## src/hw/rtl/accel_window_activity_classifier_unit_assert.svh

```systemverilog
// Assertion macros used by the controller of the activity classifier RTL.
// Needs a clock named clk and a reset named rst in the using module.
`ifndef ACCEL_WINDOW_ACTIVITY_CLASSIFIER_UNIT_ASSERT_SVH
`define ACCEL_WINDOW_ACTIVITY_CLASSIFIER_UNIT_ASSERT_SVH

// Condition must never hold outside reset
`define AWAC_ASSERT_NEVER(lbl, cond, msg) \
  lbl: assert property (@(posedge clk) disable iff (rst) !(cond)) else $error(msg);

// Antecedent implies consequent in the same cycle
`define AWAC_ASSERT_IMP(lbl, ante, cons, msg) \
  lbl: assert property (@(posedge clk) disable iff (rst) (ante) |-> (cons)) else $error(msg);

// Antecedent implies consequent in the next cycle
`define AWAC_ASSERT_NEXT(lbl, ante, cons, msg) \
  lbl: assert property (@(posedge clk) disable iff (rst) (ante) |=> (cons)) else $error(msg);

`endif

```

## src/hw/rtl/awac_pkg.sv

```systemverilog
// Shared types and constants of the activity classifier.
// No dependencies; used by awac_ctrl, awac_dp and the top level.
`default_nettype none
package awac_pkg;

  localparam int WINDOW_DEF      = 200;
  localparam int SAMPLE_BITS_DEF = 16;
  localparam int NUM_REGS        = 8;
  localparam int VAR_REG_W       = 30;
  localparam int RNG_REG_W       = 16;

  localparam int STEP_LIMIT      = 409;
  localparam int RANGE_MIN_START = 40960;
  localparam int MOUSE_STEPS     = 20;
  localparam int WALK_STEPS      = 100;

  // Register indexes
  localparam logic [2:0] REG_IDLE_VAR    = 3'd0;
  localparam logic [2:0] REG_TYPING_VAR  = 3'd1;
  localparam logic [2:0] REG_MOUSE_VAR   = 3'd2;
  localparam logic [2:0] REG_STRETCH_VAR = 3'd3;
  localparam logic [2:0] REG_WALK_VAR    = 3'd4;
  localparam logic [2:0] REG_IDLE_RNG    = 3'd5;
  localparam logic [2:0] REG_TYPING_RNG  = 3'd6;
  localparam logic [2:0] REG_STRETCH_RNG = 3'd7;

  localparam logic [29:0] IDLE_VAR_RST    = 30'd16777;
  localparam logic [29:0] TYPING_VAR_RST  = 30'd83886;
  localparam logic [29:0] MOUSE_VAR_RST   = 30'd335544;
  localparam logic [29:0] STRETCH_VAR_RST = 30'd1677722;
  localparam logic [29:0] WALK_VAR_RST    = 30'd5033165;
  localparam logic [15:0] IDLE_RNG_RST    = 16'd82;
  localparam logic [15:0] TYPING_RNG_RST  = 16'd410;
  localparam logic [15:0] STRETCH_RNG_RST = 16'd614;

  // Activity codes
  localparam logic [2:0] ACT_IDLE    = 3'd0;
  localparam logic [2:0] ACT_TYPING  = 3'd1;
  localparam logic [2:0] ACT_MOUSE   = 3'd2;
  localparam logic [2:0] ACT_PHONE   = 3'd3;
  localparam logic [2:0] ACT_STRETCH = 3'd4;
  localparam logic [2:0] ACT_WALK    = 3'd5;

  // Confidence values
  localparam logic [6:0] CONF_RESET   = 7'd80;
  localparam logic [6:0] CONF_IDLE    = 7'd85;
  localparam logic [6:0] CONF_TYPING  = 7'd75;
  localparam logic [6:0] CONF_MOUSE   = 7'd70;
  localparam logic [6:0] CONF_STRETCH = 7'd65;
  localparam logic [6:0] CONF_WALK    = 7'd80;
  localparam logic [6:0] CONF_PHONE   = 7'd60;
  localparam logic [6:0] CONF_OTHER   = 7'd50;

  localparam logic CMD_STORE    = 1'b0;
  localparam logic CMD_CLASSIFY = 1'b1;

  typedef struct packed {
    logic [29:0] idle_var;
    logic [29:0] typing_var;
    logic [29:0] mouse_var;
    logic [29:0] stretch_var;
    logic [29:0] walk_var;
    logic [15:0] idle_rng;
    logic [15:0] typing_rng;
    logic [15:0] stretch_rng;
  } cfg_t;

  // Controller to datapath
  typedef struct packed {
    logic load_sample;
    logic sqrt_step;
    logic write_mag;
    logic walk_start;
    logic walk_step;
    logic mul1;
    logic mul2;
    logic load_out;
    logic short_out;
  } dp_cmd_t;

  // Datapath to controller
  typedef struct packed {
    logic full;
    logic sqrt_last;
    logic walk_done;
    logic out_free;
  } dp_stat_t;

endpackage
`default_nettype wire

```

## src/hw/rtl/awac_ctrl.sv

```systemverilog
// Sequencing controller of the activity classifier.
// Uses awac_pkg and the assertion macro header.
`default_nettype none
`include "accel_window_activity_classifier_unit_assert.svh"
module awac_ctrl import awac_pkg::*; (
  input  wire logic     clk,
  input  wire logic     rst,
  input  wire logic     in_valid,
  input  wire logic     in_cmd,
  output logic          in_ready,
  output dp_cmd_t       cmd,
  input  wire dp_stat_t stat
);

  typedef enum logic [2:0] {
    S_IDLE, S_SQRT, S_WRITE, S_WALK, S_MUL1, S_MUL2, S_EMIT
  } state_t;

  state_t state;
  logic   short_res;
  logic   acc;

  assign in_ready = (state == S_IDLE);
  assign acc = in_valid && in_ready;

  // Decode commands from state and the accepted input
  always_comb begin
    cmd = '0;
    cmd.load_sample = acc && in_cmd == CMD_STORE;
    cmd.walk_start  = acc && in_cmd == CMD_CLASSIFY && stat.full;
    cmd.sqrt_step   = (state == S_SQRT);
    cmd.write_mag   = (state == S_WRITE);
    cmd.walk_step   = (state == S_WALK);
    cmd.mul1        = (state == S_MUL1);
    cmd.mul2        = (state == S_MUL2);
    cmd.load_out    = (state == S_EMIT) && stat.out_free;
    cmd.short_out   = short_res;
  end

  // Advance state
  always_ff @(posedge clk) begin
    if (rst) begin
      state <= S_IDLE;
      short_res <= 1'b0;
    end else begin
      case (state)
        S_IDLE: begin
          if (acc) begin
            if (in_cmd == CMD_STORE) begin
              state <= S_SQRT;
            end else if (stat.full) begin
              state <= S_WALK;
              short_res <= 1'b0;
            end else begin
              state <= S_EMIT;
              short_res <= 1'b1;
            end
          end
        end
        S_SQRT:  if (stat.sqrt_last) state <= S_WRITE;
        S_WRITE: state <= S_IDLE;
        S_WALK:  if (stat.walk_done) state <= S_MUL1;
        S_MUL1:  state <= S_MUL2;
        S_MUL2:  state <= S_EMIT;
        S_EMIT:  if (stat.out_free) state <= S_IDLE;
        default: state <= S_IDLE;
      endcase
    end
  end

  `AWAC_ASSERT_NEXT(a_one_at_a_time, acc, !in_ready, "item accepted while busy")
  `AWAC_ASSERT_IMP(a_walk_full, cmd.walk_start, stat.full, "walk on partial window")
  `AWAC_ASSERT_NEVER(a_load_busy, cmd.load_out && !stat.out_free, "output overwritten")

endmodule
`default_nettype wire

```

## config.mk

```make
export PLATFORM = sky130hd
export DESIGN_NAME = awac_ctrl
export DESIGN_NICKNAME = d
export VERILOG_FILES = /design/src/hw/rtl/awac_pkg.sv /design/src/hw/rtl/awac_ctrl.sv
export VERILOG_INCLUDE_DIRS = /design/src /design/src/hw/rtl
export SDC_FILE = /design/constraint.sdc
export NUM_CORES = 1
export LEC_CHECK = 0
export BUFFER_PORTS_ARGS = -buffer_cell sky130_fd_sc_hd__clkbuf_2
export CAP_MARGIN = 20
export CORE_AREA = 4 4 41 43
export CTS_CLUSTER_DIAMETER = 50
export DETAILED_ROUTE_END_ITERATION = 10
export DIE_AREA = 0 0 45 47
export PLACE_DENSITY = 0.63
export SLEW_MARGIN = 15
export SYNTH_ARGS = -nofsm -noshare
export SYNTH_HDL_FRONTEND = slang
export SYNTH_SLANG_ARGS = --single-unit
export TNS_END_PERCENT = 1
```

## constraint.sdc

```tcl
create_clock -name clk -period 3.29 [get_ports clk]
set_input_delay 0.987 -clock clk [delete_from_list [all_inputs] [get_ports clk]]
set_output_delay 0.987 -clock clk [all_outputs]
set_load 0.02 [all_outputs]
```

==> metrics.md, run 1 <==
| Metric | Value |
|---|---|
| Peak Freq | `approximately 400 MHz` |
| Post-Route WL | `805 um` |
| Number of cell instances on the worst register-to-register path | `3` |
| Slowest cell delay on critical path | `0.21 ns` |
| Routed Antenna Nets | `0` |
| Lkg Pwr | `0.203 nW` |
| Vias | `about 360` |
| Pre-Repair DR Iteration Count | `4` |
| Cells traversed along the worst timing path | `clkbuf_2 -> and4_1 -> clkbuf_2` |
| Routed wirelength normalized by instance count | `11.2 um` |
| Layout-stage area growth over the synthesis result | `25.3%` |
| Aggregate negative setup slack | `0 ns` |
| Hold path depth | `2` |
| Overall power of the completed layout | `around 270 uW` |
| Synth top cells by count | `dfxtp_1, buf_4, nand2_1, nor2_1, nor3_1` |
| Total nets after synthesis | `49` |
| Number of buffers inserted by hold repair at cts | `0` |
| Worst hold path type | `reg2reg` |
| Synthesis-stage register bit count | `4` |
| Post-route fraction of the period consumed by the critical path | `0.753` |
| Crit path arrival time | `about 1.5 ns` |
| Dominant cell type by area after synthesis | `dfxtp_1` |
| Port Buffers | `17` |
| Type of the setup path with the least slack | `in2out` |
| Cell area after placement | `435 um^2` |
| Vias in the first global route | `333` |
| Most repeated cell in the gate-level netlist after synthesis | `dfxtp_1` |
| Worst reg2reg path startpoint | `state[1]` |
| Tmin final | `approximately 2.5 ns` |
| Residual DRC | `0` |
| Share of synthesized area occupied by flip-flops and latches | `0.219` |
| CTS tree | `done` |
| Critical path depth | `3` |
| Clock slew at reported path FFs | `0.03 ns` |
| Die area | `2120 um^2` |
| Flip-flop cell with the highest count after synthesis | `dfxtp_1` |
| Final max-slew violation count | `0` |
| IO Pins | `18` |
| Worst slew margin relative to its limit | `0.688` |
| Hold Slack | `0.520 ns` |
| CTS root buf | `clkbuf_4` |
| Remaining global-route overflow | `0` |
| Startpoint type of the worst setup path | `primary input` |
| Critical Path RT | `2.30 ns` |
| Syn Std Cell Area | `365 um^2` |
| Placed wire-length estimate after detailed placement | `643 um` |
| Die extent in y | `47 um` |
| Critical Path Slowest Stage Cell | `and4_1` |
| Effective utilization at floorplan | `0.281` |
| Average vias per placed instance | `5.04` |
| Clock buffers created by TritonCTS | `3` |
| Top Family by Delay on Critical Path | `buffers and inverters` |
| Area share of the largest cell type after synthesis | `0.219` |
| Share of final-layout standard cells stronger than drive strength 1 | `0.526` |
| Core area | `1300 um^2` |
| Worst slack, placed | `about 0.8 ns` |
| Final Hold Viols | `0` |
| Number of standard cells in the final layout excluding fillers | `72` |
| Wire length of the first global-routing pass | `1.46 mm` |
| Count of mapped cells out of synthesis | `41` |
| Setup slack of the worst register-to-register path | `1.96 ns` |
| Clock insertion delay at the later pin of the skew report | `0.23 ns` |
| Critical path fanouts, max | `5` |
| Number of antenna violations at the first check in global routing | `0` |
| Number of DRC markers in iteration 0 | `5` |
| Buffers and inverters on the worst path | `2` |
| Slew at the pin closest to its max-slew limit | `~0.47 ns` |
| Launch point of the worst path | `in_valid` |
| Warnings, synthesis | `0` |
| Per-instance average area after synthesis | `8.91 um^2` |
| Run status | `complete, no violations` |
| Final critical-path setup slack | `0.813 ns` |
| Worst vdd ir | `0.165 mV` |
| Instance count after placement with tap cells included | `69` |
| Type of destination of the critical path | `output pin` |
| Clock sink count | `4` |
| Power density of the placed cells | `roughly 590 nW/um^2` |
| ANT cells | `0` |
| Number of distinct library cell variants in the gate-level netlist after synthesis | `28` |
| Global-route usage over all layers | `0.0971` |
| Placer's final routability congestion estimate | `0.722` |
| Count of flip-flops with a built-in enable after synthesis | `0` |
| Final setup violation count | `0` |
| Hold path startpoint | `short_res` |
| Post-layout utilization of the core | `0.352` |
| Top cell by count, worst path | `clkbuf_2` |
| Clock Skew | `roughly 0.000038 ns` |
| Chip width | `45 um` |
| Number of setup buffers added after CTS | `0` |
| Final nets | `67` |
| Share of async-settable or async-resettable flops after synthesis | `0` |
| # rows | `13` |
| Final Cell Area | `approximately 460 um^2` |
| MaxCap Viol Count | `0` |
| Pin count of the biggest net entering global routing | `16` |
| H-Tree Depth | `1` |
| Clock Tree Buf Depth | `2` |
| Post-cts resize count | `0` |
| Unrepaired setup endpoints after global routing | `no` |
| Synth top area cells | `dfxtp_1, buf_4, a21oi_2, nor3_1, a211oi_1` |
[worst reg2reg max path, cell delays in order (launching register included)]
cell and delay, ns:
dfxtp_1 0.54, or4bb_1 0.54, o211ai_2 0.08, a21oi_2 0.06
[area by class of cell]
class	instances	area, um^2
fillers	146	843
multi-input cells	32	248
repair buffers	17	85.1
flip-flops and latches	4	80.1
clock buffers	3	22.5
well taps	15	18.8
inverters	1	3.75
[sequential cells by signal, indices dropped and copies added, names as in the netlist]
signal     cells
short_res      1
state          3
[cell usage in the layout, fill, tap and decap left out, drive strengths merged, types with 2 or more instances in the layout]
master   n
a211oi   2
nor3b    2
a21oi    2
and3b    2
clkbuf  20
nor2     3
dfxtp    4
nor3     4
nand2    3
[kinds of logic (layout without fill, tap and decap cells)]
logic type	count (synthesis)	count (layout)	synth area share
buf+inv	5	21	0.103
simple gates	23	23	0.479
compound gates	9	9	0.199
flops	4	4	0.219
[report_power, final]
group          internal [mW]  total, mW  switching (mW)
Sequential            0.0592     0.0891          0.0299
Combinational         0.0559      0.126          0.0700
Clock                 0.0406     0.0575          0.0169
[layer usage]
layer  track usage  share of wire  up-vias
met5             0              0        -
met4        0.0526              0        0
met3        0.0383          0.091        0
met2         0.133           0.42       15
met1         0.129           0.49      160
li1              -              -      188
[final timing paths]
path          endpoint
max reg2reg   state[2]
min          short_res
min reg2reg  short_res
max             cmd[5]
Note: power is estimated with default switching activity, not from simulation.
==> inputs of run 2 (changes only) <==
--- a/config.mk
+++ b/config.mk
@@ -12,7 +12,7 @@
 export CTS_CLUSTER_DIAMETER = 50
 export DETAILED_ROUTE_END_ITERATION = 10
 export DIE_AREA = 0 0 45 47
-export PLACE_DENSITY = 0.63
+export PLACE_DENSITY = 0.65
 export SLEW_MARGIN = 15
 export SYNTH_ARGS = -nofsm -noshare
 export SYNTH_HDL_FRONTEND = slang
==> constraint.sdc (replaced) <==
create_clock -name clk -period 2.1 [get_ports clk]
set_input_delay 0.63 -clock clk [delete_from_list [all_inputs] [get_ports clk]]
set_output_delay 0.63 -clock clk [all_outputs]
set_load 0.02 [all_outputs]
==> run 2 against run 1 <==
Compared with the run above:
- critical endpoint unchanged
- largest power group unchanged
- power rose by 62%
- global-route usage fell by 0.71 points
- clock power rose by 68%
- first-iteration DRC count did not move
- critical path depth did not move
- sequential share of layout area barely moved
==> metrics.md, run 2 (same netlist as run 1, synthesis figures left out) <==
| Metric | Value |
|---|---|
| Final Hold Viols | `0 (unchanged)` |
| ANT cells | `0 (unchanged)` |
| Combined area of the multi-input logic cells | `254 um^2 (+2.5%)` |
| Worst vdd ir | `0.437 mV (+160%)` |
| Peak Freq | `501 MHz` |
| Clock buffers created by TritonCTS | `3 (unchanged)` |
| Global-route usage over all layers | `0.0900 (-0.00710)` |
| Final setup violation count | `0 (unchanged)` |
| Power density of the placed cells | `948 nW/um^2 (+59%)` |
| Routed wirelength normalized by instance count | `11.5 um (+3.1%)` |
| Wire length of the first global-routing pass | `1.32 mm (-9.9%)` |
| # rows | `13 (unchanged)` |
| Remaining global-route overflow | `0 (unchanged)` |
| Final Cell Area | `465 um^2 (+1.6%)` |
| Die area | `2120 um^2 (unchanged)` |
| Layout-stage area growth over the synthesis result | `27.4%` |
| Hold Slack | `0.525 ns (+0.00487 ns)` |
| Critical path fanouts, max | `14 (+9)` |
| H-Tree Depth | `1 (unchanged)` |
| Worst hold path type | `reg2reg` |
| Clock insertion delay at the later pin of the skew report | `0.24 ns (about the same)` |
| Clock sink count | `4 (unchanged)` |
| Final nets | `67 (unchanged)` |
| Post-Route WL | `830 um (+3.1%)` |
| Vias | `379 (+4.4%)` |
| Combined flip-flop and latch cell area | `81.3 um^2 (+1.6%)` |
| Most common cell after layout, fill and taps aside | `clkbuf_2` |
| Crit path arrival time | `1.36 ns (-0.13 ns)` |
| Largest registers | `state: 3 flops, short_res: 1 flops` |
| Cell area after placement | `435 um^2 (unchanged)` |
| Residual DRC | `0 (unchanged)` |
| Worst slew margin relative to its limit | `0.670 (-0.0176)` |
| Clock Skew | `0.00533 ns (+0.00530 ns)` |
| Type of the setup path with the least slack | `reg2out` |
| Core area | `1300 um^2 (unchanged)` |
| Die extent in y | `47 um (unchanged)` |
| Run status | `complete, no violations` |
| Pin count of the biggest net entering global routing | `16 (unchanged)` |
| CTS root buf | `clkbuf_4` |
| Overall power of the completed layout | `441 uW (+62%)` |
| Placed wire-length estimate after detailed placement | `626 um (-2.6%)` |
| Pre-Repair DR Iteration Count | `4 (unchanged)` |
| IO Pins | `18 (unchanged)` |
| Aggregate negative setup slack | `0 ns (unchanged)` |
| Clock slew at reported path FFs | `0.04 ns (about the same)` |
| Number of buffers inserted by hold repair at cts | `0 (unchanged)` |
| Number of flip-flops in the largest register | `3 (unchanged)` |
| Tmin final | `1.99 ns` |
| Average vias per placed instance | `5.26 (+4.4%)` |
| Placer's final routability congestion estimate | `0.737 (+2.0%)` |
| Layout fillers | `149 (+2.1%)` |
| Effective utilization at floorplan | `0.281 (unchanged)` |
| Chip width | `45 um (unchanged)` |
| CTS tree | `done` |
| Critical Path RT | `1.47 ns (-0.83 ns)` |
| Number of antenna violations at the first check in global routing | `0 (unchanged)` |
| Lkg Pwr | `0.205 nW (+1.0%)` |
| Share of final-layout standard cells stronger than drive strength 1 | `0.544 (+0.0175)` |
| Register name with the most flops | `state` |
| Startpoint type of the worst setup path | `flop` |
| MaxCap Viol Count | `0 (unchanged)` |
| Final max-slew violation count | `0 (unchanged)` |
| Slew at the pin closest to its max-slew limit | `0.494 ns (+0.0264 ns)` |
| Routed Antenna Nets | `0 (unchanged)` |
| Type of destination of the critical path | `output pin` |
| Number of DRC markers in iteration 0 | `5 (unchanged)` |
| Port Buffers | `17 (unchanged)` |
| Clock Tree Buf Depth | `2 (unchanged)` |
| Post-route fraction of the period consumed by the critical path | `0.950` |
| Unrepaired setup endpoints after global routing | `no` |
| Vias in the first global route | `325 (-2.4%)` |
[run 2: cell counts in the layout (fill, tap and decap cells not counted)]
No cell type changed its count.
[run 2: critical path: stages (launching register included)]
cell,delay [ns]
dfxtp_1,0.44
nor3_4,0.28
and4_1,0.24
clkbuf_2,0.17
[run 2: per-layer routing]
layer | part of all wire | vias up | GRT usage
li1 | - | 188 | -
met1 | 0.50 | 169 | 0.116
met2 | 0.38 | 22 | 0.119
met3 | 0.12 | 0 | 0.0690
met4 | 0 | 0 | 0.0175
met5 | 0 | - | 0
[run 2: through the flow]
step	util	cells	setup WS [ns]
6_report	0.358	72	0.105
5_1_grt	0.358	72	0.00591
4_1_cts	0.352	72	0.0654
3_5_place_dp	0.335	69	0.324
3_3_place_gp	0.335	69	0.348
2_1_floorplan	-	41	0.298
[run 2: final timing paths]
kind | from | end | slack [ns] | cells past startpoint
setup / recovery | state[2] | cmd[5] | 0.11 | 3
hold / removal | short_res | short_res | 0.52 | 2
setup reg to reg | state[0] | state[2] | 0.77 | 3
hold reg to reg | short_res | short_res | 0.52 | 2
[run 2: final cells by class]
class	instances	area share
sequential	4	0.175
timing repair buffer	17	0.183
multi-input combinational	32	0.546
tap	15	0.0403
clock buffer	3	0.0484
inverter	1	0.00806
[run 2: timing repair]
item                                    4_1_cts  5_1_grt
gates resized for setup                       0        2
endpoints found under the setup margin        0        3
buffers inserted                              0        0
[run 2: power by group]
| group | leakage [nW] | internal [mW] | switching [mW] | total [mW] |
|---|---|---|---|---|
| Clock | 0.0138 | 0.0640 | 0.0324 | 0.0964 |
| Combinational | 0.158 | 0.0920 | 0.110 | 0.202 |
| Sequential | 0.0333 | 0.0938 | 0.0494 | 0.143 |
| Total | 0.205 | 0.250 | 0.192 | 0.441 |
